**src/sv/lpqs_pkg.sv**
```systemverilog
// Shared types and constants for the quarter-scan LED panel frame store.
// No dependencies; every other file imports this package.
package lpqs_pkg;

   localparam int CHANNEL_COUNT          = 8;
   localparam int COLOR_W                = 3;
   localparam int MODULES_ACROSS_DEFAULT = 7;

   typedef enum logic {
      ST_CLEAR,
      ST_RUN
   } seq_state_type;

   // Memory command from the sequencer to the channel memories
   typedef struct packed {
      logic [CHANNEL_COUNT-1:0] wr_sel;
      logic                     rd_en;
   } mem_ctl_type;

   // Sequencer status towards the read stage
   typedef struct packed {
      logic       clearing;
      logic       tick_acc;
      logic       tick_last;
      logic [1:0] tick_row;
   } seq_status_type;

endpackage

```
**src/sv/lpqs_if.sv**
```systemverilog
// Valid/ready channel interfaces for pixel writes/shift ticks and shift results.
// Depends on lpqs_pkg for the colour and channel widths.
interface lpqs_req_if import lpqs_pkg::*; ();
   logic               valid;
   logic               ready;
   logic               kind;
   logic [7:0]         x;
   logic [5:0]         y;
   logic [COLOR_W-1:0] color;
   logic [1:0]         scan_line;

   modport source (output valid, kind, x, y, color, scan_line, input ready);
   modport sink   (input valid, kind, x, y, color, scan_line, output ready);
endinterface


```
**src/sv/lpqs_sequencer.sv**
```systemverilog
// Clearing sweep, pixel address remap and shift column counter.
// Drives the channel memories; depends on lpqs_pkg and lpqs_if.
module lpqs_sequencer import lpqs_pkg::*; #(
   parameter int MODULES_ACROSS = MODULES_ACROSS_DEFAULT
) (
   input  logic                  clock,
   input  logic                  reset,
   lpqs_req_if.sink              req,
   input  logic                  can_take,
   output mem_ctl_type           mem_ctl,
   output logic [$clog2(64*MODULES_ACROSS)+1:0] wr_addr,
   output logic [COLOR_W-1:0]    wr_data,
   output logic [$clog2(64*MODULES_ACROSS)+1:0] rd_addr,
   output seq_status_type        status
);

   localparam int LinePixels = 64 * MODULES_ACROSS;
   localparam int PanelWidth = 32 * MODULES_ACROSS;
   localparam int COL_W      = $clog2(LinePixels);
   localparam int ADDR_W     = COL_W + 2;

   seq_state_type     state_ff, state_in;
   logic [ADDR_W-1:0] clr_ff, clr_in;
   logic [COL_W-1:0]  pos_ff, pos_in;
   logic [COL_W-1:0]  pos;
   logic [COL_W-1:0]  wr_col;
   logic              accept;
   logic              last;

   always_ff @(posedge clock) begin
      if (reset) begin
         state_ff <= ST_CLEAR;
         clr_ff   <= '0;
         pos_ff   <= '0;
      end else begin
         state_ff <= state_in;
         clr_ff   <= clr_in;
         pos_ff   <= pos_in;
      end
   end

   // column within a line: group x/8 at stride 16, lower half-row adds 8
   assign wr_col = COL_W'({req.x[7:3], req.y[2], req.x[2:0]});
   assign pos    = (int'(pos_ff) >= LinePixels) ? '0 : pos_ff;
   assign last   = (pos == COL_W'(LinePixels - 1));

   always_comb begin
      state_in       = state_ff;
      clr_in         = clr_ff;
      pos_in         = pos_ff;
      req.ready      = 1'b0;
      accept         = 1'b0;
      mem_ctl.wr_sel = '0;
      mem_ctl.rd_en  = 1'b0;
      wr_addr        = {req.y[1:0], wr_col};
      wr_data        = req.color;
      rd_addr        = {req.scan_line, pos};
      status.clearing  = 1'b0;
      status.tick_acc  = 1'b0;
      status.tick_last = last;
      status.tick_row  = req.scan_line;
      case (state_ff)
         ST_CLEAR: begin
            status.clearing = 1'b1;
            mem_ctl.wr_sel  = '1;
            wr_addr         = clr_ff;
            wr_data         = '0;
            clr_in          = clr_ff + 1'b1;
            if (clr_ff == '1) begin
               state_in = ST_RUN;
            end
         end
         ST_RUN: begin
            req.ready = can_take;
            accept    = req.valid && can_take;
            if (accept && !req.kind) begin
               if (int'(req.x) < PanelWidth) begin
                  mem_ctl.wr_sel = CHANNEL_COUNT'(1) << req.y[5:3];
               end
            end
            if (accept && req.kind) begin
               mem_ctl.rd_en   = 1'b1;
               status.tick_acc = 1'b1;
               pos_in          = last ? '0 : pos + 1'b1;
            end
         end
         default: begin
            state_in = ST_CLEAR;
         end
      endcase
   end

endmodule

```
**src/flat_wrapper.sv**
```systemverilog
// flat-port wrapper written by rule: the top's interface ports become plain ports
module lpqs_sequencer_flat import lpqs_pkg::*;
#(
   parameter int MODULES_ACROSS = MODULES_ACROSS_DEFAULT
)
  (clock, reset, can_take, mem_ctl, wr_addr, wr_data, rd_addr, status, req_valid, req_kind, req_x, req_y, req_color, req_scan_line, req_ready);
  lpqs_req_if req_i ();
  input  logic clock;
  input  logic reset;
  input  logic can_take;
  output mem_ctl_type mem_ctl;
  output logic [$clog2(64*MODULES_ACROSS)+1:0] wr_addr;
  output logic [COLOR_W-1:0] wr_data;
  output logic [$clog2(64*MODULES_ACROSS)+1:0] rd_addr;
  output seq_status_type status;
  input wire logic [$bits(req_i.valid)-1:0] req_valid;
  input wire logic [$bits(req_i.kind)-1:0] req_kind;
  input wire logic [$bits(req_i.x)-1:0] req_x;
  input wire logic [$bits(req_i.y)-1:0] req_y;
  input wire logic [$bits(req_i.color)-1:0] req_color;
  input wire logic [$bits(req_i.scan_line)-1:0] req_scan_line;
  output wire logic [$bits(req_i.ready)-1:0] req_ready;
  assign req_i.valid = req_valid;
  assign req_i.kind = req_kind;
  assign req_i.x = req_x;
  assign req_i.y = req_y;
  assign req_i.color = req_color;
  assign req_i.scan_line = req_scan_line;
  assign req_ready = req_i.ready;
  lpqs_sequencer #(.MODULES_ACROSS(MODULES_ACROSS)) u_core (.clock(clock), .reset(reset), .req(req_i), .can_take(can_take), .mem_ctl(mem_ctl), .wr_addr(wr_addr), .wr_data(wr_data), .rd_addr(rd_addr), .status(status));
endmodule
```
**config.mk**
```make
export PLATFORM = sky130hd
export DESIGN_NAME = lpqs_sequencer_flat
export DESIGN_NICKNAME = d
export VERILOG_FILES = /design/src/sv/lpqs_pkg.sv /design/src/sv/lpqs_if.sv /design/src/sv/lpqs_sequencer.sv /design/src/flat_wrapper.sv
export SDC_FILE = /design/constraint.sdc
export NUM_CORES = 1
export LEC_CHECK = 0
export CORE_ASPECT_RATIO = 1.5
export CORE_MARGIN = 2
export CORE_UTILIZATION = 56
export CTS_CLUSTER_SIZE = 10
export DETAILED_ROUTE_END_ITERATION = 12
export DONT_BUFFER_PORTS = 1
export HOLD_SLACK_MARGIN = 0.06
export MAX_ROUTING_LAYER = met4
export PLACE_DENSITY = 0.71
export RECOVER_POWER = 50
export REMOVE_ABC_BUFFERS = 1
export SLEW_MARGIN = 20
export SYNTH_ARGS = -nofsm -noshare
export SYNTH_HDL_FRONTEND = slang
export SYNTH_SLANG_ARGS = --single-unit
```
**constraint.sdc**
```tcl
create_clock -name clock -period 1.9 [get_ports clock]
set_input_delay 0 -clock clock [delete_from_list [all_inputs] [get_ports clock]]
set_output_delay 0 -clock clock [all_outputs]
set_load 0.05 [all_outputs]
```
==> run_results.csv <==
group,metric,value,unit
global_route,grt.total_usage,23.9,%
cts,clkTransAtPathRegs,0.12,ns
place,place_ws,-0.0329,ns
sta,post-route-period-util,95.1,%
place,place_area,1550,µm²
run,max_cap_viol_count,0,
power,total_power,776,µW
drt,detail-route-antenna-nets,0,
logic_synthesis,ys.flop_type,"dfxtp_1",
logic_synthesis,synthCells,181,
global_route,grt_antenna_before_repair,0,
place,io_buffers,0,
power,p_per_area,474,nW/µm²
logic_synthesis,synth_common_cells,"dfxtp_1, nand2_1, nor2_1",
floorplan,core,2480,µm²
floorplan,fp.dieW,45.8,µm
global_route,grt_max_degree,22,
logic_synthesis,synthArstFlopShare,0,%
sta,max_clock_freq,553,MHz
floorplan,dieArea,3050,µm²
logic_synthesis,ys_ff_latch,21,
logic_synthesis,synth_top_area_cell,"dfxtp_1",
drt,viasPerCell,6.06,
final_layout,finalNetCount,221,
sta,rsz0062_at_grt,"no",
cts,cts_made_buffers,3,
sta,finalSetupViolations,0,
floorplan,die_height,66.7,µm
cts,cts_root_buffer,"clkbuf_4",
floorplan,start_util,59.2,%
sta,drv_slew,0,
sta,fin_crit,1.81,ns
logic_synthesis,netlist_area,1470,µm²
final_layout,fin_util,66.0,%
logic_synthesis,synth_cell_types,44,
drt,routedWlPerCell,15.0,µm
critical_path,endpoint_kind,"output port",
drt,route.detailed.drc,0,
place,dpl.hpwl,2450,µm
logic_synthesis,syn-mean-instance-area,8.10,µm²
sta,hold_ws,0.0987,ns
cts,htree_levels,1,
cts,clk_path_buf_depth,2,
hold_path,hold_path_class,"in2reg",
cts,cts_tree,"built",
sta,slew_headroom,33.3,%
global_route,overflow,0,
logic_synthesis,synth_edf_count,0,
critical_path,arrival,1.81,ns
power,max-vdd-ir-drop,0.344,mV
power,leakagePower,0.590,nW
logic_synthesis,synthMostInstantiatedCell,"dfxtp_1",
drt,first_pass_iters,4,
logic_synthesis,synth_top_area_share,28.7,%
sta,worstMarginPinSlew,0.998,ns
floorplan,io_pins,64,
final_layout,drive_above_1_share,22.7,%
cts,clock_latency,0.29,ns
global_route,grt_pass1_vias,1228,
drt,vias,1320,
sta,setup_ws,0.0932,ns
final_layout,stdcell_area,1640,µm²
final_layout,diodes,0,
drt,wirelength,3270,µm
critical_path,worstPathRequired,1.90,ns
critical_path,critPathMaxFanout,6,
global_route,grt_pass1_wl,5460,µm
final_layout,multi_input_area,951,µm²
critical_path,start_kind,"flop",
sta,finalClockSkew,0.0103,ns
logic_synthesis,yosys-top-cells-area,"dfxtp_1, mux2_2, and2_1",
place,gp_congestion,0.847,
logic_synthesis,ys_seq_area_share,28.7,%
sta,timing_hold_violations_final,0,
final_layout,syn_to_final_growth,11.5,%
drt,drtIter0Drc,31,
critical_path,worstSetupPathType,"reg2out",
final_layout,fillCellCount,226,
final_layout,register_area,423,µm²
run_status,outcome,"finished, final reports clean",
floorplan,num_rows,22,
logic_synthesis,synth_warnings,0,
cts,cts.sinks,21,
per-layer routing:
layer / share of wire (%) / track usage [%]
met3: 3.2 / 2.71
met1: 41 / 26.8
met2: 55 / 43.7
met4: 0.43 / 5.36
met5: 0 / -
stage by stage:
step	TNS, ns	cells
final	0	218
after global routing	0	218
after CTS	0	217
after detailed placement	-0.0329	210
after global placement	0	210
after floorplan	-3.49	163
state kept, by name, summed over array words and instances, names as in the netlist:
name / count
u_core.clr_ff: 11
u_core.pos_ff: 9
u_core.state_ff: 1
layout by cell type (no fill, tap or decap), drive strengths merged, types with 2 or more instances in the layout:
cell	n
buf	17
nand2	17
ha	2
nand3b	3
dlygate4sd3	3
a21oi	10
nand3	9
clkbuf	11
xor2	5
mux2i	2
inv	3
nor3	5
xnor2	5
nand2b	3
o31ai	2
a31oi	3
dfxtp	21
nand4	5
and2	12
and3	3
nor2	16
mux2	11
or3	2
o21ai	9
nor4	2
repair_timing:
item                                   4_1_cts  5_1_grt
setup endpoints to repair                    2        2
hold buffers                                 3        0
buffers inserted                             0        1
resized for setup                            7        5
pin swaps                                    0        1
endpoints found under the hold margin       24        0
power breakdown:
group	internal, mW	switching, mW	total (mW)
clock	0.0815	0.129	0.210
combinational	0.0251	0.0755	0.101
sequential	0.450	0.0152	0.465
path summary, 6_finish.rpt:
kind	start	endpoint	slack (ns)	depth (start not counted)
max	u_core.pos_ff[6]$_SDFFE_PP0P_	status[2]	0.09	8
max reg2reg	u_core.pos_ff[6]$_SDFFE_PP0P_	u_core.pos_ff[8]$_SDFFE_PP0P_	0.16	7
min reg2reg	u_core.pos_ff[1]$_SDFFE_PP0P_	u_core.pos_ff[1]$_SDFFE_PP0P_	0.51	2
min	req_kind	u_core.pos_ff[3]$_SDFFE_PP0P_	0.1	3
logic make-up (layout without fill, tap and decap cells):
group | count (synthesis) | after routing | share of synthesized area [%]
compound gates | 31 | 31 | 12.9
xor+xnor | 10 | 10 | 5.97
fa+ha+maj | 2 | 2 | 1.71
buf+inv | 22 | 35 | 10.4
flops | 21 | 21 | 28.7
mux | 13 | 13 | 9.81
simple gates | 82 | 82 | 30.5
worst max-delay path, stage by stage (launching register included):
cell and delay [ns]:
dfxtp_1 0.35, nand3_4 0.10, and2_4 0.16, ha_4 0.14
and3_4 0.23, nand3_4 0.08, buf_4 0.17, nor3_4 0.11
buf_6 0.18
area by class of cell:
class | count | share of cell area (%)
Clock buffer | 4 | 1.61
Timing Repair Buffer | 27 | 11.6
Multi-Input combinational cell | 138 | 58.1
Tap cell | 24 | 1.84
Inverter | 4 | 0.995
Sequential cell | 21 | 25.9
(Power assumes the default switching activity.)
